--- src/rtl/assert_macros.svh ---
// Assertion helpers shared by the convolver modules.
`ifndef ASSERT_MACROS_SVH
`define ASSERT_MACROS_SVH

// Same-cycle implication, checked outside reset.
`define SFC_ASSERT_IMP(label, clk, rst_n, ante, cons) \
  label: assert property (@(posedge clk) disable iff (!rst_n) (ante) |-> (cons)) \
    else $error("same-cycle check failed");

// Next-cycle implication, checked outside reset.
`define SFC_ASSERT_NEXT(label, clk, rst_n, ante, cons) \
  label: assert property (@(posedge clk) disable iff (!rst_n) (ante) |=> (cons)) \
    else $error("next-cycle check failed");

`endif

--- src/rtl/sfc_pkg.sv ---
`default_nettype none
package sfc_pkg;

  localparam int MAX_RADIUS  = 3;
  localparam int WIN_LEN     = 2 * MAX_RADIUS + 1;
  localparam int STORE_ROWS  = 2 * MAX_RADIUS;
  localparam int MAX_WIDTH   = 2048;
  localparam int PIX_W       = 8;
  localparam int COL_W       = $clog2(MAX_WIDTH);
  localparam int ROW_W       = 16;
  localparam int RAD_W       = 2;
  localparam int WID_W       = 12;
  localparam int TAP_W       = 21;
  localparam int PACK_W      = 63;
  localparam int NUM_PACKS   = 5;
  localparam int ACC_W       = 32;
  localparam int FRAC_W      = 16;
  localparam int SLOT_W      = $clog2(STORE_ROWS + 1);
  localparam int CFG_IDX_W   = 3;
  localparam int QUEUE_DEPTH = 4;
  localparam int QPTR_W      = $clog2(QUEUE_DEPTH);

  typedef enum logic [CFG_IDX_W-1:0] {
    CFG_RADIUS       = 3'd0,
    CFG_IMAGE_WIDTH  = 3'd1,
    CFG_IMAGE_HEIGHT = 3'd2,
    CFG_COEF_PACK_0  = 3'd3,
    CFG_COEF_PACK_1  = 3'd4,
    CFG_COEF_PACK_2  = 3'd5,
    CFG_COEF_PACK_3  = 3'd6,
    CFG_COEF_PACK_4  = 3'd7
  } cfg_idx_t;

  typedef logic [PIX_W-1:0] pix_t;
  typedef logic [NUM_PACKS-1:0][PACK_W-1:0] coef_packs_t;

  // One column job: everything the back end needs to filter and emit one column.
  typedef struct packed {
    logic [COL_W-1:0]  col;
    logic [ROW_W-1:0]  row;
    logic [SLOT_W-1:0] slot;
    logic              pass;
    pix_t              pix;
    pix_t [WIN_LEN-1:0] ops;
    logic              emit;
    logic              last_row;
    logic              last_job;
  } job_t;

  // A radius of zero behaves as one.
  function automatic logic [RAD_W-1:0] eff_radius(logic [RAD_W-1:0] r);
    return (r == '0) ? RAD_W'(1) : r;
  endfunction

endpackage
`default_nettype wire

--- src/rtl/sfc_queue.sv ---
`default_nettype none
`include "assert_macros.svh"
module sfc_queue (
  input  logic          clk,
  input  logic          rst_n,
  input  logic          push,
  input  sfc_pkg::job_t din,
  input  logic          pop,
  output sfc_pkg::job_t dout,
  output logic          full,
  output logic          empty
);

  sfc_pkg::job_t mem_r [sfc_pkg::QUEUE_DEPTH];
  logic [sfc_pkg::QPTR_W-1:0] wp_r, rp_r;
  logic [sfc_pkg::QPTR_W:0]   cnt_r;

  always_ff @(posedge clk) begin
    if (!rst_n) begin
      wp_r  <= '0;
      rp_r  <= '0;
      cnt_r <= '0;
    end else begin
      if (push) begin
        mem_r[wp_r] <= din;
        wp_r        <= wp_r + 1'b1;
      end
      if (pop) begin
        rp_r <= rp_r + 1'b1;
      end
      case ({push, pop})
        2'b10:   cnt_r <= cnt_r + 1'b1;
        2'b01:   cnt_r <= cnt_r - 1'b1;
        default: cnt_r <= cnt_r;
      endcase
    end
  end

  assign dout  = mem_r[rp_r];
  assign full  = (cnt_r == (sfc_pkg::QPTR_W+1)'(sfc_pkg::QUEUE_DEPTH));
  assign empty = (cnt_r == '0);

  `SFC_ASSERT_IMP(a_no_overflow, clk, rst_n, push, !full)
  `SFC_ASSERT_IMP(a_no_underflow, clk, rst_n, pop, !empty)

endmodule
`default_nettype wire

--- config.mk ---
export PLATFORM = sky130hd
export DESIGN_NAME = sfc_queue
export DESIGN_NICKNAME = d
export VERILOG_FILES = /design/src/rtl/sfc_pkg.sv /design/src/rtl/sfc_queue.sv
export VERILOG_INCLUDE_DIRS = /design/src /design/src/rtl
export SDC_FILE = /design/constraint.sdc
export NUM_CORES = 1
export LEC_CHECK = 0
export ABC_AREA = 0
export BUFFER_PORTS_ARGS = -buffer_cell sky130_fd_sc_hd__buf_2
export CORE_UTILIZATION = 55
export CTS_BUF_LIST = sky130_fd_sc_hd__clkbuf_16
export CTS_CLUSTER_SIZE = 30
export DETAILED_ROUTE_END_ITERATION = 8
export MAX_ROUTING_LAYER = met4
export PLACE_DENSITY = 0.8
export SETUP_SLACK_MARGIN = 0.2
export SYNTH_ARGS = -nofsm -noshare
export SYNTH_HDL_FRONTEND = slang
export SYNTH_SLANG_ARGS = --single-unit
--- constraint.sdc ---
create_clock -name clk -period 5.1 [get_ports clk]
set_input_delay 0.255 -clock clk [delete_from_list [all_inputs] [get_ports clk]]
set_output_delay 0.255 -clock clk [all_outputs]
set_load 0.02 [all_outputs]
==> metrics.txt <==
simple logic cell fraction of the synthesized area 0.00644; GRT Overall Usage 0.217; power share of the sequential group 0.521; first-pass GRT wire length roughly 42 mm; register area share after synthesis 0.820; Final #Nets 990; Starting Density 0.559; Worst VDD drop between 0.4 and 0.5 mV; Core Area ~26000 um2; min-delay src rst_n; Post-DP HPWL 15.6 mm; Worst Skew about 0.0073 ns; fraction of registers with async set or reset after synthesis 0; area occupied by multi-input gates 2470 um2; Crit path largest cell delay around 0.96 ns; Clock Power Share 0.384; fin. max-slew vios 0; fraction of the mapped netlist area in adder cells 0.00567; switching fraction of total power 0.217; First-pass DRT Iterations 5; RSZ-0062 raised after global routing false; die area approximately 27000 um2; vias in the first global route roughly 7600; post-synthesis cell type count 22; Mean Syn Cell Area between 20 and 30 um2; Setup WS pre-CTS ~2.5 ns; Crit Path Class reg2out; # setup viols final 0; placed cells 1078; Final ANT Viol Nets 0; Post-CTS Resized 0; root buffer cell clkbuf_16; row cnt 59; DIE HEIGHT 165 um; Overflow after GRT 0; worst hold margin roughly 0.10 ns; Comb pwr share 0.095; delay-heaviest family, CP flip-flops; final worst-path cycle share 0.594; total CTS buffers 39; Synthesis Warnings 0; Post-Synthesis Cells 559; final instance area 18200 um2; io pins a little over 200; H-tree levels 2; Max transition margin 0.314; FMAX approximately 0.33 GHz; CTS tree yes; routability cong. roughly 0.70; Max FO, Critical Path 54; Fillers ~1600; area delta synth->final 24.7%; DP Area about 16000 um2; setup TNS 0 ns; min cycle time layout 3.03 ns; combinational family with the most area after synthesis multiplexers; leading cell type in the layout, fill and taps excluded edfxtp_1; Crit path buffers/inverters 2; Post-Syn Area roughly 15000 um2; Hold Path Class in2reg; Slew @ Worst Pin roughly 1 ns; max_cap viols 0; Die Width around 160 um; DRC 0; startpoint types flip-flop; ratio of cells with drive above 1 in the final layout 0.401; predominant post-synthesis flop cell edfxtp_1; hold depth 2; Pwr per Cell Area around 400 nW/um2; slowest CP cell dfxtp_4; largest net degree at the start of global routing 68; reg2reg end mem_r[1][17]; routed vias/inst between 5 and 6; final WL approximately 28 mm; Internal Power 5.69 mW; reg-to-reg startpoint wp_r[1]; clock-pin slew on the worst setup and hold paths 0.06 ns; final hold violations 0; syn nets around 670; initial antenna violation count 2; number of synthesized flops with an enable pin around 390; Arr. time, crit path roughly 2.8 ns; worst-skew pair later-pin latency 0.51 ns; status completed; post-CTS setup repair buffer count 0; CTS Sinks between 400 and 500; register area around 12000 um2; Reg2Reg Setup Slack about 2.6 ns; DRT iter0 DRCs approximately 560; Max Root-Sink Buffers 3; routed vias ~7000; final worst slack just over 2 ns; Post-Synth XOR/XNOR Area 0.00301; most frequent cells in the layout edfxtp_1, buf_2, mux4_2, dlygate4sd3_1, clkbuf_16; routed wire length per instance approximately 22 um; Seq cells post-synth between 400 and 500; I/O Buffers 201; WP data required between 4 and 5 ns; CP endpoint kind output pin; r2r worst-path depth 4; switching power 1.57 mW; leakage dissipation roughly 6.2 nW; Non-Filler Instances around 1200; Compound-Gate Fraction of Synth Area 0.00120; CP cell instances buf_12 > mux4_2 > buf_2; post-synthesis mux area share 0.152
[worst max-delay path by stage]
stage	endpoint	slack (ns)	cells after the start
after floorplan	mem_r[2][0]	1.78	3
after global placement	dout[32]	2.54	3
after detailed placement	dout[32]	2.51	3
after CTS	dout[76]	1.95	3
after global routing	dout[31]	1.81	3
final	dout[61]	2.07	3
[power groups by stage]
stage               Sequential, mW  Combinational [mW]  Clock [mW]
finish                        3.78               0.687        2.79
global route                  3.80               0.738        2.95
CTS                           3.79               0.692        2.82
detailed placement            3.86               0.628           0
global placement              3.85               0.607           0
floorplan                     3.81               0.440           0
[cells in the mapped netlist, drive strengths merged (2+ instances only)]
library cell | number | area (um2)
and2 | 6 | 37.5
o21ai | 2 | 10.0
buf | 15 | 114
nand2 | 2 | 7.51
ha | 5 | 62.6
mux4 | 98 | 2210
clkbuf | 8 | 30.0
xnor2 | 2 | 17.5
dfxtp | 9 | 180
xor2 | 3 | 26.3
and3 | 5 | 31.3
edfxtp | 392 | 11800
inv | 6 | 22.5
[metrics by stage]
stage	util	total power, mW
after CTS	0.697	7.30
after detailed placement	0.612	4.48
after global routing	0.697	7.48
after global placement	0.612	4.45
after floorplan	-	4.25
final	0.697	7.26
[kinds of logic after synthesis]
kind of cell | count (synthesis)
compound gates | 3
fa+ha+maj | 6
flops | 401
buf+inv | 29
mux | 99
simple gates | 16
xor+xnor | 5
[worst reg2reg max path, delay by kind of cell, from the launching register on]
kind,cells,cell delay (ns)
flip-flops,1,0.34
AND/OR/NAND/NOR,1,0.82
buffers and inverters,2,0.78
adder cells (fa/ha/maj),1,0.14
[area by class of cell]
type                    instances  share of cell area
diodes                          2            0.000275
clock buffers                  41              0.0565
clock inverters                28              0.0122
inverters                       6             0.00124
multi-input cells             129               0.136
flip-flops and latches        401               0.658
well taps                     335              0.0231
repair buffers                305               0.113
[registers in the layout (all words and copies together), names as in the netlist, named ones only]
signal,cells
cnt_r,3
wp_r,2
mem_r,392
rp_r,2
[repair_timing]
| action | in CTS | in global routing |
|---|---|---|
| hold buffers | 98 | 0 |
| endpoints found under the setup margin | 0 | 0 |
| hold endpoints to repair | 392 | 0 |
[metal layers]
| metal | routed length [um] | global-route usage | vias to the layer above |
|---|---|---|---|
| met3 | 1800 | 0.0465 | 48 |
| met4 | 535 | 0.0676 | 0 |
| met2 | 14600 | 0.371 | 255 |
| met1 | 11000 | 0.259 | 3586 |
| met5 | 0 | - | - |
| li1 | - | - | 3051 |
Note: power is estimated with default switching activity, not from simulation.
