--- src/rtl/assert_macros.svh ---
// Assertion helpers shared by the convolver modules.
`ifndef ASSERT_MACROS_SVH
`define ASSERT_MACROS_SVH

// Same-cycle implication, checked outside reset.
`define SFC_ASSERT_IMP(label, clk, rst_n, ante, cons) \
  label: assert property (@(posedge clk) disable iff (!rst_n) (ante) |-> (cons)) \
    else $error("same-cycle check failed");

// Next-cycle implication, checked outside reset.
`define SFC_ASSERT_NEXT(label, clk, rst_n, ante, cons) \
  label: assert property (@(posedge clk) disable iff (!rst_n) (ante) |=> (cons)) \
    else $error("next-cycle check failed");

`endif

--- src/rtl/sfc_pkg.sv ---
`default_nettype none
package sfc_pkg;

  localparam int MAX_RADIUS  = 3;
  localparam int WIN_LEN     = 2 * MAX_RADIUS + 1;
  localparam int STORE_ROWS  = 2 * MAX_RADIUS;
  localparam int MAX_WIDTH   = 2048;
  localparam int PIX_W       = 8;
  localparam int COL_W       = $clog2(MAX_WIDTH);
  localparam int ROW_W       = 16;
  localparam int RAD_W       = 2;
  localparam int WID_W       = 12;
  localparam int TAP_W       = 21;
  localparam int PACK_W      = 63;
  localparam int NUM_PACKS   = 5;
  localparam int ACC_W       = 32;
  localparam int FRAC_W      = 16;
  localparam int SLOT_W      = $clog2(STORE_ROWS + 1);
  localparam int CFG_IDX_W   = 3;
  localparam int QUEUE_DEPTH = 4;
  localparam int QPTR_W      = $clog2(QUEUE_DEPTH);

  typedef enum logic [CFG_IDX_W-1:0] {
    CFG_RADIUS       = 3'd0,
    CFG_IMAGE_WIDTH  = 3'd1,
    CFG_IMAGE_HEIGHT = 3'd2,
    CFG_COEF_PACK_0  = 3'd3,
    CFG_COEF_PACK_1  = 3'd4,
    CFG_COEF_PACK_2  = 3'd5,
    CFG_COEF_PACK_3  = 3'd6,
    CFG_COEF_PACK_4  = 3'd7
  } cfg_idx_t;

  typedef logic [PIX_W-1:0] pix_t;
  typedef logic [NUM_PACKS-1:0][PACK_W-1:0] coef_packs_t;

  // One column job: everything the back end needs to filter and emit one column.
  typedef struct packed {
    logic [COL_W-1:0]  col;
    logic [ROW_W-1:0]  row;
    logic [SLOT_W-1:0] slot;
    logic              pass;
    pix_t              pix;
    pix_t [WIN_LEN-1:0] ops;
    logic              emit;
    logic              last_row;
    logic              last_job;
  } job_t;

  // A radius of zero behaves as one.
  function automatic logic [RAD_W-1:0] eff_radius(logic [RAD_W-1:0] r);
    return (r == '0) ? RAD_W'(1) : r;
  endfunction

endpackage
`default_nettype wire

--- src/rtl/sfc_front.sv ---
`default_nettype none
`include "assert_macros.svh"
module sfc_front (
  input  logic                            clk,
  input  logic                            rst_n,
  input  logic                            in_valid,
  output logic                            in_stall,
  input  logic [sfc_pkg::PIX_W-1:0]       in_pixel_in,
  input  logic [sfc_pkg::RAD_W-1:0]       radius,
  input  logic [sfc_pkg::WID_W-1:0]       image_width,
  input  logic [sfc_pkg::ROW_W-1:0]       image_height,
  input  logic                            q_full,
  output logic                            q_push,
  output sfc_pkg::job_t                   q_job
);

  sfc_pkg::pix_t [sfc_pkg::WIN_LEN-1:0] win_r;
  logic [sfc_pkg::COL_W-1:0]  col_r, col_nxt, px_r, x, c, w_last;
  logic [sfc_pkg::ROW_W-1:0]  row_r, row_nxt, py_r, y, h_eff, h_last;
  logic [sfc_pkg::SLOT_W-1:0] pslot_r;
  logic [sfc_pkg::RAD_W-1:0]  pd_r, er;
  logic [sfc_pkg::WID_W-1:0]  ntaps, w_eff;
  logic pv_r, plc_r, plr_r;
  logic last_col, last_row, job_last, accept;

  // Slot of a row in the line store: row modulo 2R. Modulo six goes through
  // modulo three (sum of base-four digits) and the parity bit.
  function automatic logic [sfc_pkg::SLOT_W-1:0] row_slot(logic [sfc_pkg::ROW_W-1:0] yy,
                                                          logic [sfc_pkg::RAD_W-1:0] r);
    logic [4:0] s;
    logic [2:0] t;
    logic [1:0] m3;
    s = '0;
    for (int i = 0; i < sfc_pkg::ROW_W / 2; i++) begin
      s = s + 5'(yy[2*i +: 2]);
    end
    t = 3'(s[1:0]) + 3'(s[3:2]) + 3'(s[4]);
    case (t) inside
      3'd0, 3'd3, 3'd6: m3 = 2'd0;
      3'd1, 3'd4, 3'd7: m3 = 2'd1;
      default:          m3 = 2'd2;
    endcase
    case (r)
      2'd1:    return {2'b00, yy[0]};
      2'd2:    return {1'b0, yy[1:0]};
      default: return (m3[0] == yy[0]) ? {1'b0, m3} : 3'({1'b0, m3} + 3'd3);
    endcase
  endfunction

  always_comb begin
    er     = sfc_pkg::eff_radius(radius);
    ntaps  = sfc_pkg::WID_W'({er, 1'b1});
    if (image_width < ntaps) begin
      w_eff = ntaps;
    end else if (image_width > sfc_pkg::WID_W'(sfc_pkg::MAX_WIDTH)) begin
      w_eff = sfc_pkg::WID_W'(sfc_pkg::MAX_WIDTH);
    end else begin
      w_eff = image_width;
    end
    w_last = sfc_pkg::COL_W'(w_eff - 1'b1);
    h_eff  = (image_height < sfc_pkg::ROW_W'(ntaps)) ? sfc_pkg::ROW_W'(ntaps) : image_height;
    h_last = h_eff - 1'b1;
    x      = (col_r < w_last) ? col_r : w_last;
    y      = (row_r < h_last) ? row_r : h_last;
    last_col = (x == w_last);
    last_row = (y == h_last);
    col_nxt  = last_col ? '0 : x + 1'b1;
    row_nxt  = last_col ? (last_row ? '0 : y + 1'b1) : row_r;
  end

  // Job for column x-d of the pending word; at a row end d runs from R down to 0.
  always_comb begin
    c = px_r - sfc_pkg::COL_W'(pd_r);
    q_job.col      = c;
    q_job.row      = py_r;
    q_job.slot     = pslot_r;
    q_job.pass     = (c < sfc_pkg::COL_W'(er)) || ({1'b0, c} >= w_eff - sfc_pkg::WID_W'(er));
    q_job.pix      = win_r[{1'b0, pd_r}];
    for (int k = 0; k < sfc_pkg::WIN_LEN; k++) begin
      if (k <= 2 * er) begin
        q_job.ops[k] = win_r[sfc_pkg::SLOT_W'(2 * er - k)];
      end else begin
        q_job.ops[k] = '0;
      end
    end
    q_job.emit     = (py_r >= sfc_pkg::ROW_W'(er));
    q_job.last_row = plr_r;
    job_last       = !plc_r || (pd_r == '0);
    q_job.last_job = job_last;
  end

  assign q_push   = pv_r && !q_full;
  assign in_stall = pv_r && !(q_push && job_last);
  assign accept   = in_valid && !in_stall;

  always_ff @(posedge clk) begin
    if (!rst_n) begin
      pv_r  <= 1'b0;
      col_r <= '0;
      row_r <= '0;
      win_r <= '0;
    end else begin
      if (q_push) begin
        if (job_last) begin
          if (!accept) begin
            pv_r <= 1'b0;
          end
        end else begin
          pd_r <= pd_r - 1'b1;
        end
      end
      if (accept) begin
        win_r   <= {win_r[sfc_pkg::WIN_LEN-2:0], in_pixel_in};
        col_r   <= col_nxt;
        row_r   <= row_nxt;
        pv_r    <= last_col || (x >= sfc_pkg::COL_W'(er));
        pd_r    <= er;
        px_r    <= x;
        py_r    <= y;
        pslot_r <= row_slot(y, er);
        plc_r   <= last_col;
        plr_r   <= last_row;
      end
    end
  end

  `SFC_ASSERT_NEXT(a_pending_held, clk, rst_n, pv_r && !q_push, pv_r)

endmodule
`default_nettype wire

--- config.mk ---
export PLATFORM = sky130hd
export DESIGN_NAME = sfc_front
export DESIGN_NICKNAME = d
export VERILOG_FILES = /design/src/rtl/sfc_pkg.sv /design/src/rtl/sfc_front.sv
export VERILOG_INCLUDE_DIRS = /design/src /design/src/rtl
export SDC_FILE = /design/constraint.sdc
export NUM_CORES = 1
export LEC_CHECK = 0
export ABC_AREA = 1
export BUFFER_PORTS_ARGS = -buffer_cell sky130_fd_sc_hd__buf_2
export CORE_MARGIN = 1.5
export CORE_UTILIZATION = 40
export CTS_BUF_LIST = sky130_fd_sc_hd__clkbuf_8
export DETAILED_ROUTE_END_ITERATION = 7
export GPL_TIMING_DRIVEN = 1
export PLACE_DENSITY_LB_ADDON = 0.25
export RECOVER_POWER = 100
export SKIP_LAST_GASP = 1
export SLEW_MARGIN = 20
export SYNTH_ARGS = -nofsm -noshare
export SYNTH_HDL_FRONTEND = slang
export SYNTH_SLANG_ARGS = --single-unit
--- constraint.sdc ---
create_clock -name clk -period 11.4 [get_ports clk]
set_input_delay 1.14 -clock clk [delete_from_list [all_inputs] [get_ports clk]]
set_output_delay 1.14 -clock clk [all_outputs]
set_load 0.005 [all_outputs]
==> results of run 1 <==
==> where the power goes <==
group          switching (uW)  internal [uW]  total (uW)
logic                     163           85.5         249
clock network             217            163         380
registers                20.3            460         480
total                     401            708        1110
==> through the flow <==
step	util	area [um^2]
after detailed placement	0.445	10400
after CTS	0.462	10800
after floorplan	-	9540
after global routing	0.452	10600
final	0.452	10600
after global placement	0.445	10400
==> per-layer routing <==
metal	global-route usage	share of wire	vias up
met4	0.0719	0.025	0
met2	0.382	0.48	269
met1	0.287	0.45	4330
li1	-	-	4758
met5	0	0	-
met3	0.0336	0.048	54
==> worst min-delay path by stage <==
stage / slack (ns) / startpoint / cells after the start / endpoint
5_1_grt: 0.51 / col_r[6]$_SDFFE_PN0P_ / 2 / col_r[6]$_SDFFE_PN0P_
3_5_place_dp: 0.47 / win_r[52]$_SDFFE_PN0P_ / 2 / win_r[52]$_SDFFE_PN0P_
4_1_cts: 0.49 / win_r[52]$_SDFFE_PN0P_ / 2 / win_r[52]$_SDFFE_PN0P_
2_1_floorplan: 0.46 / win_r[48]$_SDFFE_PN0P_ / 2 / win_r[48]$_SDFFE_PN0P_
3_3_place_gp: 0.46 / win_r[48]$_SDFFE_PN0P_ / 2 / win_r[48]$_SDFFE_PN0P_
6_report: 0.49 / win_r[49]$_SDFFE_PN0P_ / 2 / win_r[49]$_SDFFE_PN0P_
==> logic make-up (layout without fill, tap and decap cells) <==
family	Yosys count	count (layout)	synth area share
compound gates	274	274	0.163
xor+xnor	47	47	0.0447
fa+ha+maj	71	71	0.105
buf+inv	233	357	0.100
flops	118	118	0.283
simple gates	629	629	0.304
==> final cells by class <==
class / count / share of cell area
Timing Repair Buffer: 150 / 0.0624
Clock inverter: 15 / 0.0143
Inverter: 175 / 0.0621
Clock buffer: 17 / 0.0221
Tap cell: 319 / 0.0377
Sequential cell: 118 / 0.256
Multi-Input combinational cell: 1021 / 0.546
==> critical path: cells and delay by family <==
family                     cells  cell delay, ns
AOI/OAI and AO/OA              3            0.53
buffers and inverters          6            0.83
adders and majority gates     12            4.65
and+or+nand+nor               17            2.79
xor gates and xnor gates       1            0.27
==> synthesized netlist by cell type, types with 3 or more instances <==
master	instances	share of area
buf_6	8	0.0094
o21ai_0	101	0.053
nand3b_1	5	0.0039
a21oi_2	12	0.011
nor4_1	7	0.0046
o22ai_1	18	0.012
nor2_4	3	0.0035
nand2_1	299	0.12
dfxtp_1	84	0.18
nand3_4	3	0.0055
nand2_4	5	0.0059
buf_2	4	0.0021
ha_1	56	0.073
nand3_1	66	0.035
nor2_1	146	0.057
a21oi_1	109	0.057
nor3_1	10	0.0052
inv_1	148	0.058
or2_2	3	0.0020
clkinv_1	5	0.0020
nand3_2	5	0.0052
o21ai_1	4	0.0021
xnor2_1	10	0.0092
clkbuf_1	41	0.016
nor2_2	6	0.0039
nand2_2	23	0.015
o221ai_1	14	0.013
buf_4	5	0.0039
inv_2	22	0.0087
xor2_1	35	0.032
nand4_1	39	0.026
edfxtp_1	34	0.11
fa_1	15	0.031
==> sequential cells by signal, indices dropped and copies added, names as in the netlist <==
signal / count
px_r: 11
plc_r: 1
col_r: 11
win_r: 56
pslot_r: 3
row_r: 16
py_r: 16
plr_r: 1
pv_r: 1
pd_r: 2
==> cell usage in the layout (no fill, tap or decap), types with 56 or more instances in the layout <==
cell	netlist	final
ha_1	56	56
nand3_1	66	69
inv_1	148	151
a21oi_1	109	119
nand2_1	299	301
o21ai_0	101	101
nor2_1	146	148
dfxtp_1	84	84
buf_2	4	65
clkbuf_1	41	81
==> impl_metrics.toml, run 1 <==
[run_status]
status = "complete, but fails checks"
violations = "max-capacitance violations, max-slew violations"

[setup_path]
slowest_stage = "fa_1"
regToRegEndpoint = "py_r[12]$_DFFE_PP_"
worstPathRequired_ns = 11.60
crit_fanout = 52
path_class = "input pin to register"
reg2reg_depth = 9
rrSetupSlack_ns = 3.33
start_kind = "input pin"
slowest_delay_ns = 0.55
critPathLaunch = "radius[1]"
reg2reg_from = "pd_r[0]$_DFFE_PP_"
endpoint = "pslot_r[1]$_DFFE_PP_"
worstPathArrival_ns = 10.24
worst_setup_path_end_kind = "register"

[timing]
tightest_slew_ns = 3.61
min_period_ns = 10.04
fmax_mhz = 99.6
setup_violations = 0
hold_viol = 0
maxSlewHeadroom = -1.41
fin_ws_ns = 1.36
slew_violations = 227
finalSetupTns_ns = 0
fin_worst_skew_ns = 0.0188
period_share = 0.880
holdWs_ns = 0.488
rsz0062_at_grt = "no"

[clocking]
cts_inserted_buffers = 17
clock_sinks = 118
path_clk_slew_ns = 0.08
cts-resized-gates = 0
clockRootBuffer = "clkbuf_8"
clk_latency_ns = 0.47
clk_path_buf_depth = 2
cts-hold-fix-buffers = 0
htree_levels = 4
cts_tree = "built"
cts_setup_buffers = 0

[placed_design]
place_congestion = 0.890
io_buffers = 141
hpwl_um = 20500
dp_cells = 1783
place_ws_ns = 1.38

[floorplanning]
io_pins = 142
start_util = 0.408
dieArea_um2 = 24800
core_area_um2 = 23400
die_w_um = 157
rows = 56
die_y_um = 157

[route]
routedWlPerCell_um = 15.3
detail-route-antenna-nets = 0
drt-total-wl_um = 27700
drt_iter0_drc = 728
vias = 9411
vias_per_cell = 5.19
drc_errors = 0
firstDrtPassIters = 6

[final_layout]
finalNetCount = 1596
finalNonFillerCells = 1815
area_growth_pct = 10.9
multi_input_area_um2 = 5770
drive_gt1_frac = 0.115
fillers = 2579
diodes = 0
seq_area_um2 = 2700

[logic_synthesis]
ys_ff_latch = 118
async_flop_share = 0
ys_seq_area_frac = 0.283
ys_types = 52
postSynthAreaPerCell_um2 = 6.95
netlist_area_um2 = 9540
syn_inst = 1372
synth_fp_nets = 1485
ys_warn_count = 0
synth_edf_count = 34
synthFlopType = "dfxtp_1"

[global_routing]
grt_max_degree = 90
antenna_found_initial = 0
grt_pass1_wl_um = 43500
grt_usage = 0.223
grt_pass1_vias = 8557
globalRouteOverflowTotal = 0

[flow_run]
drv_cap = 5

[power_and_ir_drop]
ir_worst_vdd_v = 0.0000643
p_leak_uw = 0.00472
power.density_nw_per_um2 = 105
power_uw = 1110

[hold_path]
hold_class = "register to register"
Power figures use the tool's default switching activity.
==> run 2: changes to the inputs <==
Settings changed: ABC_AREA 1 to not set.
==> impl_metrics.toml, run 2 <==
[clocking]
cts_tree = "built"
path_clk_slew_ns = 0.07
cts_setup_buffers = 0
htree_levels = 4
clockRootBuffer = "clkbuf_8"
clk_path_buf_depth = 2
cts_inserted_buffers = 17
clock_sinks = 118
clk_latency_ns = 0.44

[logic_synthesis]
ys_types = 83
synthFlopType = "dfxtp_1"
ys_seq_area_frac = 0.276
synthTopCellsByCount = "nand2_1, nor2_1, dfxtp_1, a21boi_0, inv_1"
postSynthAreaPerCell_um2 = 8.29
synth_edf_count = 34
ys_warn_count = 0
netlist_area_um2 = 9780
synth_fp_nets = 1293
synth.most_common_cell = "nand2_1"
yosysTopAreaCell = "dfxtp_1"
syn_inst = 1180
async_flop_share = 0
ys_top_cells_by_area = "dfxtp_1, edfxtp_1, ha_1"
synth_top_area_share = 0.172
ys_ff_latch = 118

[setup_path]
crit_fanout = 16
worstPathRequired_ns = 11.58
rrSetupSlack_ns = 3.83
slowest_delay_ns = 0.61
reg2reg_from = "row_r[13]$_SDFFE_PN0P_"
path_class = "input pin to register"
endpoint = "pslot_r[1]$_DFFE_PP_"
cp_common_cell = "fa_1"
reg2reg_depth = 24
slowest_stage = "or4_1"
worst_setup_path_end_kind = "register"
worstPathArrival_ns = 10.85
critPathLaunch = "image_height[9]"
regToRegEndpoint = "pslot_r[1]$_DFFE_PP_"
start_kind = "input pin"

[final_layout]
largest_register_ffs = 56
area_growth_pct = 13.4
final_common_cell = "nand2_1"
diodes = 0
finalNetCount = 1400
layout_common_cells = "nand2_1, nor2_1, dfxtp_1"
reg_top3 = "win_r (56), py_r (16), row_r (16)"
regMostFlops = "win_r"
drive_gt1_frac = 0.119

[global_routing]
antenna_found_initial = 0
globalRouteOverflowTotal = 0
grt_pass1_vias = 8210
grt_pass1_wl_um = 45300
grt_usage = 0.220
grt_max_degree = 75

[placed_design]
io_buffers = 141
place_ws_ns = 0.282
place_congestion = 0.864
hpwl_um = 20700

[run_status]
status = "complete, but fails checks"
violations = "max-capacitance violations, max-slew violations"

[floorplanning]
start_util = 0.405
core_area_um2 = 24200
die_y_um = 159
dieArea_um2 = 25400
die_w_um = 159
io_pins = 142
rows = 57

[timing]
hold_viol = 0
min_period_ns = 10.67
fin_ws_ns = 0.727
period_share = 0.936
holdWs_ns = 0.464
setup_violations = 0
slew_violations = 127
fin_worst_skew_ns = 0.0100
maxSlewHeadroom = -1.29
rsz0062_at_grt = "no"
finalSetupTns_ns = 0
tightest_slew_ns = 3.43
fmax_mhz = 93.7

[route]
drt_iter0_drc = 908
drt-total-wl_um = 28400
vias = 8987
detail-route-antenna-nets = 0
firstDrtPassIters = 5
vias_per_cell = 5.53
routedWlPerCell_um = 17.5
drc_errors = 0

[power_and_ir_drop]
p_leak_uw = 0.00459
ir_worst_vdd_v = 0.0000621
power.density_nw_per_um2 = 98.6

[flow_run]
drv_cap = 3

[hold_path]
holdPathStages = 2
hold_class = "register to register"
==> run 2: final cells by class <==
| cell class | count | area, um^2 |
|---|---|---|
| Timing Repair Buffer | 156 | 738 |
| Multi-Input combinational cell | 931 | 6540 |
| Inverter | 63 | 236 |
| Tap cell | 324 | 405 |
| Clock buffer | 21 | 289 |
| Clock inverter | 11 | 180 |
| Sequential cell | 118 | 2700 |
| Fill cell | 2453 | 13100 |
==> run 2: report_power, final <==
group	internal, uW	switching (uW)	total (uW)
clock	281	166	448
combinational	74.5	118	193
sequential	441	12.7	454
total	797	297	1090
==> run 2: metrics by stage <==
| step | std cells | cell area, um^2 | total power (uW) | utilization |
|---|---|---|---|---|
| floorplan | 1180 | 9780 | 588 | - |
| global placement | 1592 | 10700 | 653 | 0.444 |
| detailed placement | 1592 | 10700 | 655 | 0.444 |
| CTS | 1624 | 11200 | 1100 | 0.463 |
| global route | 1624 | 11100 | 1140 | 0.459 |
| finish | 1624 | 11100 | 1090 | 0.459 |
==> run 2: timing repair <==
item | 4_1_cts | 5_1_grt
hold buffers | 0 | 0
resized for setup | 0 | 1
endpoints found under the setup margin | 0 | 1
==> run 2: per-layer routing <==
| layer | up-vias | GRT usage | share of wire |
|---|---|---|---|
| li1 | 4453 | - | - |
| met1 | 4222 | 0.304 | 0.47 |
| met2 | 273 | 0.350 | 0.46 |
| met3 | 39 | 0.0331 | 0.049 |
| met4 | 0 | 0.0738 | 0.021 |
| met5 | - | 0 | 0 |
==> run 2: how the worst min path moves through the flow <==
stage	to	slack, ns	start
after global routing	win_r[54]$_SDFFE_PN0P_	0.49	win_r[54]$_SDFFE_PN0P_
after detailed placement	win_r[49]$_SDFFE_PN0P_	0.46	win_r[49]$_SDFFE_PN0P_
after CTS	win_r[49]$_SDFFE_PN0P_	0.47	win_r[49]$_SDFFE_PN0P_
after global placement	win_r[55]$_SDFFE_PN0P_	0.45	win_r[55]$_SDFFE_PN0P_
after floorplan	win_r[55]$_SDFFE_PN0P_	0.44	win_r[55]$_SDFFE_PN0P_
final	win_r[52]$_SDFFE_PN0P_	0.46	win_r[52]$_SDFFE_PN0P_
==> run 2: worst max-delay path, delay by kind of cell <==
| kind | cells | cell delay, ns |
|---|---|---|
| mux | 3 | 0.68 |
| fa+ha+maj | 10 | 4.23 |
| buf+inv | 5 | 0.56 |
| xor+xnor | 1 | 0.19 |
| compound gates | 4 | 0.91 |
| simple gates | 13 | 3.13 |
==> run 2: cells by family (layout without fill, tap and decap cells) <==
group / Yosys count / count (layout) / share of synthesized area
and+or+nand+nor: 453 / 453 / 0.227
AOI/OAI and AO/OA: 272 / 272 / 0.195
buffers and inverters: 131 / 251 / 0.0537
DFF: 118 / 118 / 0.276
adders and majority gates: 71 / 71 / 0.102
muxes: 68 / 68 / 0.0807
xor gates and xnor gates: 67 / 67 / 0.0656
